--- config.mk ---
export PLATFORM = sky130hd
export DESIGN_NAME = tlv_parameter_block_parser
export DESIGN_NICKNAME = d
export VERILOG_FILES = /design/src/hdl/tlvp_pkg.sv /design/src/hdl/tlv_parameter_block_parser.sv
export SDC_FILE = /design/constraint.sdc
export NUM_CORES = 1
export LEC_CHECK = 0
export BUFFER_PORTS_ARGS = -buffer_cell sky130_fd_sc_hd__buf_2
export CORE_MARGIN = 2
export CORE_UTILIZATION = 55
export DETAILED_ROUTE_END_ITERATION = 10
export PLACE_DENSITY = 0.75
export REMOVE_ABC_BUFFERS = 1
export SLEW_MARGIN = 20
export SYNTH_ARGS = -nofsm -noshare
export SYNTH_HDL_FRONTEND = slang
export SYNTH_SLANG_ARGS = --single-unit
export TNS_END_PERCENT = 100
--- constraint.sdc ---
create_clock -name clock -period 30.7 [get_ports clock]
set_clock_uncertainty 0.05 [all_clocks]
set_input_delay 6.14 -clock clock [delete_from_list [all_inputs] [get_ports clock]]
set_output_delay 6.14 -clock clock [all_outputs]
set_load 0.03 [all_outputs]
--- src/hdl/tlvp_pkg.sv ---
// Types and constants of the parameter block parser.
package tlvp_pkg;

   localparam int LEN_W           = 21;
   localparam int MAX_BLOCK_BYTES = 1048576;

   localparam logic [7:0]  VERSION_FLAGS = 8'hC;
   localparam logic [31:0] FLAG_MORE     = 32'h8000_0000;
   localparam int          FLAG_GZIP_BIT = 0;
   localparam int          FLAG_MAY_BIT  = 1;

   // Parser phase
   typedef enum logic [2:0] {
      PH_START,
      PH_FLAGS,
      PH_NEXT,
      PH_HDR,
      PH_VALUE,
      PH_COMP,
      PH_SKIP
   } phase_type;

   // Classification of each byte
   typedef enum logic [2:0] {
      KIND_FLAGS,
      KIND_HDR,
      KIND_VALUE,
      KIND_COMP,
      KIND_SKIP
   } byte_kind_type;

   typedef struct packed {
      logic [7:0]       byte_value;
      logic [LEN_W-1:0] block_length;
   } req_payload_type;

   typedef struct packed {
      byte_kind_type byte_kind;
      logic [15:0]   param_id;
      logic [15:0]   param_length;
      logic          param_start;
      logic [7:0]    value_byte;
      logic [15:0]   value_offset;
      logic          value_last;
      logic          end_of_block;
      logic          block_valid;
      logic          may_compress;
   } rsp_payload_type;

endpackage

--- src/hdl/tlv_parameter_block_parser.sv ---
// Streaming parser for parameter blocks of 16-bit TLV records, one byte per item.
// An accepted item's result appears in the output register in the next cycle.
// Throughput: one item per cycle; the per-byte state update is a single pass of
// counter and compare logic, and the output register is the only stall point.
// Reset (synchronous, active high): protocol version 0, parser at start of block.
module tlv_parameter_block_parser
   import tlvp_pkg::*;
(
   input  logic            clock,
   input  logic            reset,
   input  logic            req_valid,
   output logic            req_stall,
   input  req_payload_type req_payload,
   output logic            rsp_valid,
   input  logic            rsp_stall,
   output rsp_payload_type rsp_payload,
   input  logic            csr_valid,
   output logic            csr_ready,
   input  logic [7:0]      csr_data
);

   logic [7:0]       version_ff;
   logic [LEN_W-1:0] pos_ff, pos_in;
   phase_type        phase_ff, phase_in;
   logic [31:0]      hw_ff, hw_in;
   logic [15:0]      id_ff, id_in;
   logic [15:0]      len_ff, len_in;
   logic [15:0]      vc_ff, vc_in;
   logic             vf_ff, vf_in;
   logic [1:0]       ff_ff, ff_in;

   logic             rsp_valid_ff;
   rsp_payload_type  rsp_ff, rsp_in;

   logic             accept;
   logic [LEN_W-1:0] blen;
   logic [LEN_W+1:0] npos;
   logic [16:0]      vc_sum;
   logic [31:0]      word;
   logic [7:0]       b;

   // Output register handshake: stall only while a result waits
   assign rsp_valid   = rsp_valid_ff;
   assign rsp_payload = rsp_ff;
   assign req_stall   = rsp_valid_ff & rsp_stall;
   assign accept      = req_valid & ~req_stall;
   assign csr_ready   = 1'b1;

   // Per-byte parse step
   always_comb begin
      b    = req_payload.byte_value;
      blen = req_payload.block_length;
      if (blen == '0) begin
         blen = LEN_W'(1);
      end
      if (32'(blen) > 32'(MAX_BLOCK_BYTES)) begin
         blen = LEN_W'(MAX_BLOCK_BYTES);
      end
      npos   = (LEN_W+2)'(pos_ff) + (LEN_W+2)'(1);
      vc_sum = '0;
      word   = '0;

      phase_in = phase_ff;
      hw_in    = hw_ff;
      id_in    = id_ff;
      len_in   = len_ff;
      vc_in    = vc_ff;
      vf_in    = vf_ff;
      ff_in    = ff_ff;
      pos_in   = pos_ff;

      rsp_in              = '0;
      rsp_in.byte_kind    = KIND_SKIP;

      // New block: clear per-block state
      if (phase_ff == PH_START) begin
         hw_in  = '0;
         id_in  = '0;
         len_in = '0;
         vc_in  = '0;
         vf_in  = 1'b1;
         ff_in  = '0;
         phase_in = (version_ff >= VERSION_FLAGS && 32'(blen) >= 32'd4) ?
                    PH_FLAGS : PH_NEXT;
      end
      // Between records: room for a header or a trailing-byte error
      if (phase_in == PH_NEXT) begin
         if ((LEN_W+2)'(pos_ff) + (LEN_W+2)'(4) <= (LEN_W+2)'(blen)) begin
            phase_in = PH_HDR;
            vc_in    = '0;
            id_in    = '0;
            len_in   = '0;
         end else begin
            vf_in    = 1'b0;
            phase_in = PH_SKIP;
         end
      end

      case (phase_in)
         PH_FLAGS: begin
            rsp_in.byte_kind = KIND_FLAGS;
            word   = {hw_in[23:0], b};
            vc_sum = 17'(vc_in) + 17'd1;
            vc_in  = vc_sum[15:0];
            hw_in  = word;
            if (vc_sum[15:0] >= 16'd4) begin
               vc_in = '0;
               hw_in = '0;
               if (pos_ff < LEN_W'(4)) begin
                  ff_in = word[1:0];
               end
               if ((word & FLAG_MORE) != '0 &&
                   npos + (LEN_W+2)'(4) <= (LEN_W+2)'(blen)) begin
                  phase_in = PH_FLAGS;
               end else if (ff_in[FLAG_GZIP_BIT]) begin
                  phase_in = PH_COMP;
               end else begin
                  phase_in = PH_NEXT;
               end
            end
         end
         PH_HDR: begin
            rsp_in.byte_kind = KIND_HDR;
            case (vc_in[1:0])
               2'd0:    id_in  = {b, 8'h00};
               2'd1:    id_in  = id_in | {8'h00, b};
               2'd2:    len_in = {b, 8'h00};
               default: len_in = len_in | {8'h00, b};
            endcase
            rsp_in.param_id     = id_in;
            rsp_in.param_length = len_in;
            vc_sum = 17'(vc_in) + 17'd1;
            vc_in  = vc_sum[15:0];
            if (vc_sum[15:0] >= 16'd4) begin
               vc_in = '0;
               if (npos + (LEN_W+2)'(len_in) <= (LEN_W+2)'(blen)) begin
                  rsp_in.param_start = 1'b1;
                  phase_in = (len_in != '0) ? PH_VALUE : PH_NEXT;
               end else begin
                  vf_in    = 1'b0;
                  phase_in = PH_SKIP;
               end
            end
         end
         PH_VALUE: begin
            rsp_in.byte_kind    = KIND_VALUE;
            rsp_in.param_id     = id_in;
            rsp_in.param_length = len_in;
            rsp_in.value_byte   = b;
            rsp_in.value_offset = vc_in;
            vc_sum = 17'(vc_in) + 17'd1;
            rsp_in.value_last = (vc_sum >= 17'(len_in));
            vc_in = vc_sum[15:0];
            if (rsp_in.value_last) begin
               vc_in    = '0;
               phase_in = PH_NEXT;
            end
         end
         PH_COMP: begin
            rsp_in.byte_kind = KIND_COMP;
         end
         default: begin
            rsp_in.byte_kind = KIND_SKIP;
         end
      endcase

      // Block end
      rsp_in.end_of_block = (npos >= (LEN_W+2)'(blen));
      if (rsp_in.end_of_block) begin
         pos_in   = '0;
         phase_in = PH_START;
      end else begin
         pos_in = npos[LEN_W-1:0];
      end
      rsp_in.block_valid  = vf_in;
      rsp_in.may_compress = ff_in[FLAG_MAY_BIT];
   end

   // Parser state and configuration
   always_ff @(posedge clock) begin
      if (reset) begin
         version_ff <= '0;
         pos_ff     <= '0;
         phase_ff   <= PH_START;
         hw_ff      <= '0;
         id_ff      <= '0;
         len_ff     <= '0;
         vc_ff      <= '0;
         vf_ff      <= 1'b1;
         ff_ff      <= '0;
      end else begin
         if (csr_valid && csr_ready) begin
            version_ff <= csr_data;
         end
         if (accept) begin
            pos_ff   <= pos_in;
            phase_ff <= phase_in;
            hw_ff    <= hw_in;
            id_ff    <= id_in;
            len_ff   <= len_in;
            vc_ff    <= vc_in;
            vf_ff    <= vf_in;
            ff_ff    <= ff_in;
         end
      end
   end

   // Result register
   always_ff @(posedge clock) begin
      if (reset) begin
         rsp_valid_ff <= 1'b0;
      end else if (accept) begin
         rsp_valid_ff <= 1'b1;
      end else if (!rsp_stall) begin
         rsp_valid_ff <= 1'b0;
      end
   end

   always_ff @(posedge clock) begin
      if (accept) begin
         rsp_ff <= rsp_in;
      end
   end

endmodule

==> impl_metrics.csv, run 1 <==
group,metric,value,unit
routing,wl_per_cell,18.9,µm
routing,drt-initial-drc-count,950,
critical_path,crit_path_end_kind,"flop",
place,place_congestion,0.999,
synth,yosysMostFrequentCell,"nor2_1",
clock_tree,cts_root_buffer,"clkbuf_16",
clock_tree,h-tree-depth,4,
power,p_leak,0.00526,µW
synth,yosysTopAreaCellShare,0.174,
floorplan,ios,109,
timing,rsz0062_at_grt,"false",
synth,synth_async_sr_flop_share,0,
critical_path,cp-startpoint,"req_payload[13]",
grt,grt_max_degree,71,
routing,vias,10200,
routing,drt-total-wl,30700,µm
critical_path,r2r_start,"pos_ff[3]",
status,status,"finished, final reports clean",
grt,grt_pass1_vias,9391,
grt,grt_overflow,0,
synth,yosys_register_bits,149,
min_path,hold_class,"reg2reg",
floorplan,fp-row-count,51,
critical_path,max_stage_delay,0.67,ns
finish,layout-drive-gt1-share,0.127,
floorplan,dieArea,0.0213,mm²
timing,fin_tns_setup,0,ns
synth,ys.flop_type,"dfxtp_1",
clock_tree,cts_inserted_buffers,17,
clock_tree,clock_sinks,149,
place,hpwl,22500,µm
place,portBuffers,105,
routing,drt_first_pass_iters,6,
grt,antenna_found_initial,0,
synth,syn_area,0.0111,mm²
power,vdd_drop_max,38.1,µV
clock_tree,post_cts_buffers,0,
routing,drc_errors,0,
synth,ys_top_cells_by_count,"nor2_1, ha_1, nand2_1",
floorplan,die_w,146,µm
synth,synth_cell_types,82,
place,dp_slack,14.18,ns
grt,grt_pass1_wl,49000,µm
clock_tree,clk_pin_slew_worst_paths,0.07,ns
timing,fin_crit_sh,0.531,
synth,synth_edf_count,64,
critical_path,path_max_fanout,28,
clock_tree,cts_resized,0,
floorplan,start_util,0.564,
timing,fmax,61.4,MHz
synth,synth.yosys.seq_area_share,0.328,
clock_tree,cts.path.max_buffers,2,
synth,synth_area_leaders,"edfxtp_1, dfxtp_1, ha_1",
finish,area_delta_synth_final,11.2,%
power,power-per-cell-area,40.5,mW/mm²
synth,synthCells,1284,
critical_path,path_class,"in2reg",
routing,drt-vias-per-instance,6.26,
critical_path,required,30.96,ns
synth,avgSynthCellArea,8.61,µm²
routing,drtAntennaViolNets,0,
timing,setup_slack,14.41,ns
critical_path,worst_setup_path_start_kind,"primary input",
synth,yosys_warnings,0,
finish,nNetsFinal,1511,
clock_tree,ctsHoldBuffers,0,
timing,max_slew_margin,0.394,
floorplan,fp.dieH,146,µm
timing,fin_crit,16.29,ns
finish,diodes,0,
floorplan,core,0.0196,mm²
timing,final_max_slew_viol_count,0,
synth,synth_largest_area_cell,"edfxtp_1",
critical_path,cp.arrival,16.55,ns
critical_path,slowest_stage,"o41ai_1",
clock_tree,cts_tree,"built",
min_path,hp-start,"ff_ff[0]",
timing,tightest_slew,0.910,ns
timing,setup_viol,0,
timing,final_hold_viol_count,0,
clock_tree,insertion_delay,0.44,ns
power,total_power,498,µW
run,max_cap_violations,0,
grt,grt_util_all_layers,0.285,
[path summary, 6_finish.rpt]
check           endpoint  slack [ns]  depth (start not counted)
min reg2reg     ff_ff[0]        0.43                          2
max          phase_ff[2]       14.41                         42
max reg2reg  phase_ff[2]       19.70                         40
min             ff_ff[0]        0.43                          2
[flip-flops by register name (all words and copies together), names as in the netlist, 2 cells and up]
register and count:
phase_ff 3, id_ff 16, version_ff 6, rsp_payload 64, ff_ff 2, len_ff 16, hw_ff 3, pos_ff 21
vc_ff 16
[critical path: cells and delay by family]
kind | cells | cell delay (ns)
buffers and inverters | 4 | 0.66
adder cells (fa/ha/maj) | 5 | 1.75
AO/OA/AOI/OAI | 21 | 5.26
AND/OR/NAND/NOR | 11 | 2.61
XOR/XNOR | 1 | 0.14
[where the power goes]
| group | switching [µW] | leakage, µW | internal, µW |
|---|---|---|---|
| Sequential | 3.94 | 0.00133 | 215 |
| Combinational | 56.9 | 0.00366 | 22.8 |
| Clock | 93.5 | 0.000265 | 106 |
| Total | 154 | 0.00526 | 344 |
[cells by family after synthesis]
group	after synthesis	share of synthesized area
DFF	149	0.328
AOI/OAI and AO/OA	311	0.197
xor gates and xnor gates	88	0.0704
adders and majority gates	122	0.139
other	1	0.000339
and+or+nand+nor	485	0.215
muxes	9	0.00826
buffers and inverters	119	0.0429
[through the flow]
step,hold WS (ns),util,instance area (µm²),instances
4_1_cts,0.435,0.627,12300,1625
3_5_place_dp,0.416,0.598,11700,1593
3_3_place_gp,0.403,0.598,11700,1593
6_report,0.432,0.628,12300,1625
5_1_grt,0.452,0.628,12300,1625
2_1_floorplan,0.383,-,10800,1210
[area by class of cell]
| type | count | area (µm²) |
|---|---|---|
| Clock buffer | 17 | 425 |
| Clock inverter | 15 | 140 |
| Fill cell | 1687 | 7290 |
| Inverter | 45 | 170 |
| Multi-Input combinational cell | 1016 | 6990 |
| Sequential cell | 149 | 3620 |
| Tap cell | 265 | 332 |
| Timing Repair Buffer | 118 | 623 |
[per-layer routing]
metal	track usage	up-vias	routed length [µm]
li1	-	4834	-
met1	0.383	4797	13200
met2	0.471	472	14300
met3	0.0339	74	2250
met4	0.111	0	990
met5	0	-	0
[cell usage in the layout, fill, tap and decap left out, drive strengths merged, types with 5 or more instances in the layout]
| master | Yosys | final |
|---|---|---|
| clkbuf | 56 | 17 |
| nor2 | 147 | 147 |
| a31oi | 14 | 14 |
| clkinv | 3 | 7 |
| or2 | 5 | 5 |
| nand3 | 48 | 48 |
| nand2 | 115 | 115 |
| nor3 | 22 | 22 |
| a21o | 22 | 22 |
| or3 | 10 | 10 |
| and3 | 19 | 19 |
| o21bai | 8 | 8 |
| nand2b | 8 | 8 |
| dfxtp | 85 | 85 |
| a211oi | 11 | 11 |
| a22o | 40 | 40 |
| o31ai | 5 | 5 |
| inv | 42 | 49 |
| ha | 121 | 121 |
| o21ai | 44 | 44 |
| and4 | 5 | 5 |
| nor2b | 10 | 10 |
| edfxtp | 64 | 64 |
| buf | 18 | 118 |
| nor4 | 22 | 22 |
| nand4 | 28 | 28 |
| a2111oi | 6 | 6 |
| o21a | 11 | 11 |
| xnor2 | 59 | 59 |
| and2 | 31 | 31 |
| a21oi | 67 | 67 |
| xor2 | 29 | 29 |
| mux2i | 8 | 8 |
| a22oi | 49 | 49 |
(Power assumes the default switching activity.)
==> run 2: changes to the inputs <==
Settings changed: PLACE_DENSITY 0.75 to 0.78.
Clock period 30.7 ns to 14.6 ns, I/O delays scaled along.
==> run 2 against run 1 <==
Against the previous run:
- power grew 120%
- flip-flop and latch count unchanged
- cell area is 0.28% higher
- sequential power is 110% higher
- via count is 0.73% higher
- global-route usage decreased by 0.50 points
- critical path type unchanged
- largest power group unchanged
==> impl_metrics.csv, run 2 (synthesis results as in run 1) <==
group,metric,value,unit
routing,drt-initial-drc-count,1056,
routing,wl_per_cell,18.6,µm
critical_path,path_max_fanout,28,
clock_tree,h-tree-depth,4,
place,dp_cells,1593,
clock_tree,cts_root_buffer,"clkbuf_16",
floorplan,core,0.0196,mm²
grt,grt_overflow,0,
clock_tree,clock_sinks,149,
critical_path,cp-endpoint,"phase_ff[2]",
power,power-per-cell-area,87.6,mW/mm²
timing,max_slew_margin,0.305,
routing,drtAntennaViolNets,0,
grt,grt_pass1_vias,9332,
grt,grt_pass1_wl,48100,µm
critical_path,rr_worst_depth,41,
clock_tree,cts_inserted_buffers,17,
critical_path,reg2reg_slack,3.60,ns
clock_tree,ctsHoldBuffers,0,
critical_path,r2r_start,"pos_ff[3]",
timing,tightest_slew,1.03,ns
finish,nFillCells,1662,
place,hpwl,22200,µm
critical_path,cp-startpoint,"req_payload[13]",
critical_path,required,14.85,ns
finish,area_delta_synth_final,11.5,%
floorplan,fp-row-count,51,
floorplan,start_util,0.564,
routing,drt_first_pass_iters,8,
grt,grt_util_all_layers,0.280,
timing,fin_tns_setup,0,ns
critical_path,slowest_stage,"o41ai_1",
timing,final_max_slew_viol_count,0,
finish,final_cell_count_no_fill,1626,
finish,nNetsFinal,1511,
clock_tree,insertion_delay,0.44,ns
clock_tree,clk_pin_slew_worst_paths,0.07,ns
finish,multi_input_comb_area,0.00697,mm²
critical_path,cp.arrival,13.37,ns
clock_tree,post_cts_buffers,0,
clock_tree,cts_tree,"built",
status,status,"finished, final reports clean",
grt,antenna_found_initial,1,
routing,drc_errors,0,
grt,grt_max_degree,82,
routing,drt-vias-per-instance,6.30,
finish,layout-drive-gt1-share,0.126,
power,vdd_drop_max,84.6,µV
finish,largest_reg_flops,64,
finish,layout.area.seq,0.00362,mm²
critical_path,r2r_end,"phase_ff[2]",
critical_path,worst_setup_path_start_kind,"primary input",
place,portBuffers,105,
clock_tree,cts_resized,0,
place,dp_slack,1.36,ns
place,place_congestion,0.973,
min_path,hold_class,"reg2reg",
floorplan,ios,109,
finish,layout_common_cells,"nor2_1, ha_1, nand2_1",
min_path,holdPathStages,2,
timing,fin_crit,13.12,ns
floorplan,fp.dieH,146,µm
timing,final_hold_viol_count,0,
timing,rsz0062_at_grt,"false",
run,max_cap_violations,0,
critical_path,crit_path_end_kind,"flop",
floorplan,die_w,146,µm
timing,setup_slack,1.48,ns
min_path,hp-start,"ff_ff[1]",
timing,fin_crit_sh,0.899,
power,p_leak,0.00529,µW
critical_path,path_class,"in2reg",
timing,fmax,76.2,MHz
timing,setup_viol,0,
critical_path,max_stage_delay,0.58,ns
routing,vias,10300,
floorplan,dieArea,0.0213,mm²
finish,mostFrequentLayoutCell,"nor2_1",
clock_tree,cts.path.max_buffers,2,
routing,drt-total-wl,30300,µm
[run 2: cell count changes in the layout (fill, tap and decap cells not counted)]
cell        before  now
clkinv_8         2    1
inv_6            6    5
nor3_2           1    2
nor4_1          20   21
nor3_4           1    0
diode_2          0    1
bufinv_16        0    2
nor4_2           1    0
inv_8            1    3
clkinv_4         1    3
clkinvlp_4       4    0
[run 2: layout make-up]
cell class / count / share of cell area
antenna: 1 / 0.000203
inverter: 45 / 0.0138
sequential: 149 / 0.294
timing repair buffer: 118 / 0.0505
clock inverter: 15 / 0.0150
tap: 265 / 0.0269
clock buffer: 17 / 0.0345
multi-input combinational: 1016 / 0.565
[run 2: worst min path at each step]
stage / slack [ns] / endpoint
finish: 0.43 / ff_ff[1]
global route: 0.46 / ff_ff[1]
CTS: 0.43 / ff_ff[1]
detailed placement: 0.42 / ff_ff[0]
floorplan: 0.38 / vf_ff
global placement: 0.40 / vf_ff
[run 2: power breakdown]
part / switching (µW) / total (µW) / internal (µW)
logic: 119 / 167 / 48.2
clock network: 195 / 454 / 260
registers: 8.10 / 459 / 451
[run 2: critical path: cells and delay by family]
family	cells	cell delay (ns)
compound gates	21	5.24
buf+inv	4	0.64
fa+ha+maj	5	1.74
simple gates	11	2.66
xor+xnor	1	0.13
[run 2: per-layer routing]
metal	share of wire	GRT usage
met4	0.035	0.121
met2	0.46	0.453
met5	0	0
met1	0.42	0.370
met3	0.085	0.0489
[run 2: per-stage QoR]
| step | total power [µW] | util | area (µm²) | hold slack (ns) |
|---|---|---|---|---|
| finish | 1080 | 0.630 | 12300 | 0.429 |
| global route | 1110 | 0.630 | 12300 | 0.462 |
| CTS | 1080 | 0.629 | 12300 | 0.435 |
| detailed placement | 632 | 0.598 | 11700 | 0.423 |
| global placement | 629 | 0.598 | 11700 | 0.400 |
| floorplan | 572 | - | 10800 | 0.383 |
